$ cat src/hdl/bcc_pkg.sv
package bcc_pkg;

  localparam int STACK_DEPTH = 64;
  localparam int DEPTH_W = $clog2(STACK_DEPTH + 1);
  localparam int ADDR_W = $clog2(STACK_DEPTH);

  typedef logic [1:0] kind_t;
  typedef logic [7:0] char_t;
  typedef logic [DEPTH_W-1:0] depth_t;
  typedef logic [ADDR_W-1:0] addr_t;

  localparam kind_t KIND_PAREN = 2'd0;
  localparam kind_t KIND_SQUARE = 2'd1;
  localparam kind_t KIND_CURLY = 2'd2;

  localparam char_t CH_OPEN_PAREN = 8'h28;
  localparam char_t CH_OPEN_SQUARE = 8'h5B;
  localparam char_t CH_OPEN_CURLY = 8'h7B;
  localparam char_t CH_CLOSE_PAREN = 8'h29;
  localparam char_t CH_CLOSE_SQUARE = 8'h5D;
  localparam char_t CH_CLOSE_CURLY = 8'h7D;

  typedef enum logic [2:0] {
    ST_OK       = 3'd0,
    ST_MISMATCH = 3'd1,
    ST_UNCLOSED = 3'd2,
    ST_OVERFLOW = 3'd3,
    ST_SINGLE   = 3'd4
  } status_t;

  typedef struct packed {
    logic    is_open;
    logic    is_close;
    kind_t   kind;
  } char_class_t;

  typedef struct packed {
    logic    valid_res;
    status_t status;
  } result_t;

  function automatic char_class_t classify(input char_t c);
    char_class_t r;
    r = '{is_open: 1'b0, is_close: 1'b0, kind: KIND_PAREN};
    unique case (c)
      CH_OPEN_PAREN:   r = '{is_open: 1'b1, is_close: 1'b0, kind: KIND_PAREN};
      CH_OPEN_SQUARE:  r = '{is_open: 1'b1, is_close: 1'b0, kind: KIND_SQUARE};
      CH_OPEN_CURLY:   r = '{is_open: 1'b1, is_close: 1'b0, kind: KIND_CURLY};
      CH_CLOSE_PAREN:  r = '{is_open: 1'b0, is_close: 1'b1, kind: KIND_PAREN};
      CH_CLOSE_SQUARE: r = '{is_open: 1'b0, is_close: 1'b1, kind: KIND_SQUARE};
      CH_CLOSE_CURLY:  r = '{is_open: 1'b0, is_close: 1'b1, kind: KIND_CURLY};
      default:         r = '{is_open: 1'b0, is_close: 1'b0, kind: KIND_PAREN};
    endcase
    return r;
  endfunction

endpackage

$ cat src/hdl/bcc_stack_ram.sv
module bcc_stack_ram #(
  parameter int DEPTH = 64,
  parameter int WIDTH = 2
) (
  input  logic                     clk,
  input  logic                     wr_en,
  input  logic [$clog2(DEPTH)-1:0] wr_addr,
  input  logic [WIDTH-1:0]         wr_data,
  input  logic                     rd_en,
  input  logic [$clog2(DEPTH)-1:0] rd_addr,
  output logic [WIDTH-1:0]         rd_data_r
);

  logic [WIDTH-1:0] mem [DEPTH];

  always_ff @(posedge clk) begin
    if (wr_en) begin
      mem[wr_addr] <= wr_data;
    end
  end

  always_ff @(posedge clk) begin
    if (rd_en) begin
      rd_data_r <= mem[rd_addr];
    end
  end

endmodule

$ cat src/hdl/bcc_core.sv
module bcc_core (
  input  logic             clk,
  input  logic             rst_n,
  input  logic             fire,
  input  bcc_pkg::char_t   char_code,
  input  logic             is_last,
  output logic             res_vld,
  output bcc_pkg::result_t res
);
  import bcc_pkg::*;

  depth_t      depth_r, depth_nxt, depth_op;
  status_t     err_r, err_nxt, err_op;
  logic        first_r, first_nxt;
  kind_t       tos_r, tos_nxt, tos_op;
  kind_t       second;
  depth_t      rd_depth;
  addr_t       rd_addr;
  logic        wr_en;
  char_class_t cls;
  status_t     status;

  // The top entry lives in tos_r; the RAM keeps the entry just below it on its read port.
  bcc_stack_ram #(
    .DEPTH (STACK_DEPTH),
    .WIDTH ($bits(kind_t))
  ) u_ram (
    .clk       (clk),
    .wr_en     (wr_en),
    .wr_addr   (depth_r[ADDR_W-1:0]),
    .wr_data   (cls.kind),
    .rd_en     (fire),
    .rd_addr   (rd_addr),
    .rd_data_r (second)
  );

  always_comb begin
    cls = classify(char_code);
    depth_op = depth_r;
    err_op = err_r;
    tos_op = tos_r;
    wr_en = 1'b0;
    if (err_r == ST_OK) begin
      if (cls.is_open) begin
        if (depth_r == DEPTH_W'(STACK_DEPTH)) begin
          err_op = ST_OVERFLOW;
        end else begin
          wr_en = fire;
          depth_op = depth_r + depth_t'(1);
          tos_op = cls.kind;
        end
      end else if (cls.is_close) begin
        if (depth_r == '0 || tos_r != cls.kind) begin
          err_op = ST_MISMATCH;
        end else begin
          depth_op = depth_r - depth_t'(1);
          tos_op = second;
        end
      end
    end

    if (err_op != ST_OK) begin
      status = err_op;
    end else if (first_r) begin
      status = ST_SINGLE;
    end else if (depth_op != '0) begin
      status = ST_UNCLOSED;
    end else begin
      status = ST_OK;
    end

    rd_depth = depth_op - depth_t'(2);
    rd_addr = rd_depth[ADDR_W-1:0];

    if (is_last) begin
      depth_nxt = '0;
      err_nxt = ST_OK;
      first_nxt = 1'b1;
    end else begin
      depth_nxt = depth_op;
      err_nxt = err_op;
      first_nxt = 1'b0;
    end
    tos_nxt = tos_op;

    res_vld = fire && is_last;
    res.valid_res = (status == ST_OK);
    res.status = status;
  end

  always_ff @(posedge clk) begin
    if (!rst_n) begin
      depth_r <= '0;
      err_r <= ST_OK;
      first_r <= 1'b1;
    end else if (fire) begin
      depth_r <= depth_nxt;
      err_r <= err_nxt;
      first_r <= first_nxt;
    end
  end

  always_ff @(posedge clk) begin
    if (fire) begin
      tos_r <= tos_nxt;
    end
  end

endmodule

$ cat config.mk
export PLATFORM = sky130hd
export DESIGN_NAME = bcc_core
export DESIGN_NICKNAME = d
export VERILOG_FILES = /design/src/hdl/bcc_pkg.sv /design/src/hdl/bcc_stack_ram.sv /design/src/hdl/bcc_core.sv
export SDC_FILE = /design/constraint.sdc
export NUM_CORES = 1
export LEC_CHECK = 0
export BUFFER_PORTS_ARGS = -buffer_cell sky130_fd_sc_hd__buf_4
export CAP_MARGIN = 20
export CORE_ASPECT_RATIO = 0.5
export CORE_MARGIN = 3
export CORE_UTILIZATION = 35
export CTS_CLUSTER_DIAMETER = 60
export DETAILED_ROUTE_END_ITERATION = 12
export PLACE_DENSITY = 0.52
export SLEW_MARGIN = 20
export SYNTH_ARGS = -nofsm -noshare
export SYNTH_HDL_FRONTEND = slang
export SYNTH_HIERARCHICAL = 1
export SYNTH_SLANG_ARGS = --single-unit
$ cat constraint.sdc
create_clock -name clk -period 8.8 [get_ports clk]
set_input_delay 1.32 -clock clk [delete_from_list [all_inputs] [get_ports clk]]
set_output_delay 1.32 -clock clk [all_outputs]
set_load 0.01 [all_outputs]
Word-level counts from Yosys, hierarchy flattened
Memories as Yosys holds them, arrays and structs flattened. A register that Yosys moved wholly into a read port is not among the register bits.
Index checks and enable logic that the tools add are counted.
{"block": "totals", "reg_bits": 13, "ram_bits": 128, "output_inout_bits": 5, "word_cells": 53, "n_memories": 1}
{"block": "classes", "addsub": 3, "eq_ne": 10, "n_mux": 26, "reduce_logical": 9}
{"name": "u_ram.mem", "depth": 64, "width": 2, "read_ports": 1, "rd_clocked_by_memory_dff": 1, "wr": 1, "line": "bcc_stack_ram.sv:14", "text": "logic [WIDTH-1:0] mem [DEPTH];"}
{"operator": "2-to-1 mux 7 bit", "n": 6}
{"operator": "== test 8 x 7 -> 1 bit (second input constant)", "n": 4}
{"operator": "2-to-1 mux 3 bit", "n": 8}
{"operator": "case mux 4 bit (6 select lines)", "n": 1}
{"operator": "== test 8 x 6 -> 1 bit (second input constant)", "n": 2}
{"operator": "2-to-1 mux 2 bit", "n": 5}
{"operator": "adder 7 x 1 -> 7 bit (second input constant)", "n": 1}
{"operator": "== test 7 bit (second input constant)", "n": 1}
{"operator": "zero test 7 bit", "n": 1}
{"operator": "nonzero test 7 bit", "n": 1}
{"operator": "subtractor 7 x 1 -> 7 bit (second input constant)", "n": 1}
{"operator": "zero test 3 bit", "n": 2}
{"operator": "2-to-1 mux 1 bit", "n": 6}
{"operator": "subtractor 6 x 2 -> 6 bit (second input constant)", "n": 1}
{"operator": "AND reduction 5 bit", "n": 1}
{"operator": "inequality test 2 bit (second input constant)", "n": 2}
{"operator": "nonzero test 3 bit", "n": 1}
{"operator": "inequality test 2 bit", "n": 1}
{"operator": "nonzero test 2 bit", "n": 1}
{"operator": "logical AND 1 bit", "n": 1}
{"operator": "logical OR 1 bit", "n": 1}

Longest topological paths before layout
{"block": "logic_depth", "ltp_word": 13, "depth_mapped": 14, "depth_no_buf": 13}

Cells and area by module
The synthesis kept the hierarchy.
{"mod": "bcc_stack_ram", "n_inst": 1, "cells_each": 324, "area_per_inst_um2": 5417.7}
{"mod": "bcc_core", "n_inst": 1, "cells_each": 149, "area_per_inst_um2": 1216.2}

Worst setup path after synthesis
No wires, ideal clock.
{"block": "synth_path", "kind": "input-to-reg", "start": "input port char_code[2]", "end": "memory u_ram.mem[0][0], data pin", "setup_ns": 0.916, "arrival_ns": 5.295, "required_ns": 7.884, "slack_ns": 2.589, "stages": 2, "path_buffers": 0, "path_cell_list": "xor2_1 -> nor4b_1"}
{"element": "start, declared", "line": "bcc_core.sv:5", "text": "input bcc_pkg::char_t char_code,"}
{"element": "end, declared", "line": "bcc_stack_ram.sv:14"}

==> results.cfg <==
[run_status]
outcome = complete, no violations

[floorplanning]
ios = 17
die_y_um = 103.4
start_util_pct = 36.95
rows = 34
core_um2 = 17950
die_w_um = 200.7
die_area_um2 = 20740

[logic_synthesis]
synth_fa_ha_area_share_pct = 0.7544
synth_compound_area_share_pct = 6.752
ys_seq_area_share_pct = 63.07
syn_area_um2 = 6634
synth_area_per_cell_um2 = 14.03
synth-edff-count = 132
ys.flop_type = edfxtp_1
synth_cell_types = 67
syn_inst = 473
syn_nets = 489
yosys_warnings = 6
synthMuxAreaShare_pct = 10.77
synth_seq_cells = 143
async_flop_share_pct = 0
synth_top_family_by_area = simple AND/OR/NAND/NOR gates
synth_top_area_cell = edfxtp_1
yosys.area_share.simple_pct = 14.99
synthTopCellsByArea = edfxtp_1 (60%), mux4_2 (9.8%), nor2_1 (4.5%)
synth.top_cell.area_share_pct = 59.75
synth_xor_area_share_pct = 1.188

[placed_design]
hpwlAfterDp_um = 9915
routabilityCongestion = 0.7916
dp.cells = 725
pre_cts_ws_ps = 3047
io_buffers = 16

[critical_path]
path_cells = buf_4 -> or4b_4 -> a211o_1 -> a211oi_4 -> o211ai_1 -> xnor2_2 -> buf_4 -> nor4b_2 -> nand4_1 -> a221o_1 -> buf_4
crit_type = in -> out
cp.arrival_ps = 4430
max_stage_delay_ps = 540
required_ps = 7480
critPathMaxFanout = 38
slowest_stage = or4b_4
crit_path_frequent_cell = buf_4
worstSetupEndpointType = primary output
startpoint_type = input port

[timing]
setup_tns_ps = 0
slew_headroom_pct = 37.25
setup_ws_ps = 3050
clock_skew_ps = 11.87
rsz0062_at_grt = false
worst_pin_slew_ps = 941.3
fmax_mhz = 173.9
setup_viol = 0
finalCriticalPeriod_ps = 5750
finalHoldViolations = 0
period_share_pct = 65.34
drv_slew = 0

[layout]
final_cells = 756
diodes = 0
nets = 508
drive_gt1_share_pct = 20.44
synthToLayoutAreaGrowth_pct = 14.99

[pwr]
ir_drop_mv = 0.1527
p_seq_share_pct = 48.2
power.internal_uw = 1200
pwr-share-comb_pct = 1.5
power_density_nw_per_um2 = 199.2
finalPower_uw = 1520
p_sw_uw = 320.1
power.leakage_uw = 0.002392
clkPwrFrac_pct = 50.3
switching_share_pct = 21.07

[routing]
drtIter0Drc = 460
via_count = 4099
drtAntennaViolNets = 0
via_per_inst = 5.422
drt_wl_total_um = 15290
drt-wirelength-per-cell_um = 20.22
dr.pass1.iters = 4
drc = 0

[clock_network]
root_buffer = clkbuf_16
clk_path_buf_depth = 2
cts_tree = yes
cts-buffers-inserted = 17
holdBufCountCts = 0
cts_sinks = 143
cts.clk_slew.worst_paths_ps = 60
cts_max_level = 4
clock_latency_ps = 420
postCtsSetupBuffers = 0
ctsResizeCount = 0

[grt]
grt_use_total_pct = 15.07
grt_pass1_wl_um = 23460
antenna_found_initial = 0
grt_max_degree = 65
grt-ovfl-total = 0
grt_pass1_vias = 3990

[run]
cap_violations = 0

[worst_hold_path]
hp-class = reg -> reg
[sequential cells by signal, summed over array words and instances, names as in the netlist]
signal           flops
u_ram/rd_data_r      2
tos_r                2
depth_r              7
first_r              1
err_r                3
u_ram/mem          128
[critical path, delay by kind of cell]
family	cells	cell delay, ps
buf+inv	3	610
xor+xnor	1	170
simple gates	3	1000
compound gates	4	1300
[per-layer routing]
| layer | global-route usage, % | share of wire (%) |
|---|---|---|
| met1 | 22.62 | 51 |
| met5 | 0 | 0 |
| met2 | 22.47 | 43 |
| met3 | 2.970 | 5.1 |
| met4 | 4.205 | 0.68 |
[cell usage in the layout (no fill, tap or decap), types with 4 or more instances in the layout]
master	netlist	final
nor3_1	6	6
edfxtp_1	132	132
nor2_1	79	79
a31oi_1	5	5
nand2_1	25	25
clkbuf_16	0	17
a21oi_1	8	8
o22ai_1	6	6
inv_8	0	4
nand3b_1	6	6
nand2b_1	7	7
nor2b_1	11	11
xnor2_1	7	6
ha_1	4	4
mux2i_1	5	5
o21ai_0	6	6
inv_1	12	12
dfxtp_1	11	11
buf_4	2	21
a22oi_1	6	6
and2_1	7	7
nand3_1	17	17
mux4_2	29	29
[power groups by stage]
stage | logic (µW) | clock network [µW] | registers [µW]
2_1_floorplan | 11.7 | 0 | 747
3_3_place_gp | 22.4 | 0 | 748
3_5_place_dp | 22.7 | 0 | 748
4_1_cts | 22.7 | 776 | 733
5_1_grt | 24.9 | 807 | 732
6_report | 22.7 | 764 | 733
[stage by stage]
| stage | utilization, % | hold WS (ps) | cell area, µm² |
|---|---|---|---|
| 3_3_place_gp | 39.01 | 500.9 | 7003 |
| 4_1_cts | 42.49 | 514.7 | 7629 |
| 2_1_floorplan | - | 482.9 | 6634 |
| 5_1_grt | 42.49 | 536.3 | 7629 |
| 6_report | 42.49 | 514.1 | 7629 |
| 3_5_place_dp | 39.01 | 505.0 | 7003 |
[Yosys cell counts (3+ instances only)]
cell type	count
dfxtp_1	11
or3_1	3
or4_1	3
o21ai_0	6
nand3_1	17
and2_1	7
ha_1	4
nor3b_1	3
edfxtp_1	132
nand3b_1	6
a22oi_1	6
inv_1	12
xnor2_1	7
nor2_1	79
nor3_1	6
nand2b_1	7
a311oi_1	3
clkbuf_1	13
buf_6	4
a21oi_1	8
a31oi_1	5
nand2_1	25
mux2i_1	5
o22ai_1	6
nand4_1	3
mux4_2	29
nor2b_1	11
[worst paths after layout]
path	startpoint	endpoint	slack [ps]	cells after the start
setup / recovery	char_code[4]	res[1]	3050	11
hold / removal	err_r[0]	err_r[0]	510	2
setup reg to reg	depth_r[1]	u_ram/rd_data_r[1]	4000	13
hold reg to reg	err_r[0]	err_r[0]	510	2
[cells by family (layout without fill, tap and decap cells)]
logic type | count (synthesis) | after routing
simple gates | 190 | 190
buf+inv | 33 | 64
mux | 35 | 35
xor+xnor | 9 | 9
flops | 143 | 143
fa+ha+maj | 4 | 4
compound gates | 59 | 59
[layout make-up]
class / instances / area (µm²)
clock buffers: 17 / 425.4
flip-flops and latches: 143 / 4184
inverters: 12 / 45.04
well taps: 252 / 315.3
multi-input cells: 297 / 2301
repair buffers: 21 / 157.7
fillers: 1672 / 10320
clock inverters: 14 / 200.2
Note: power is estimated with default switching activity, not from simulation.
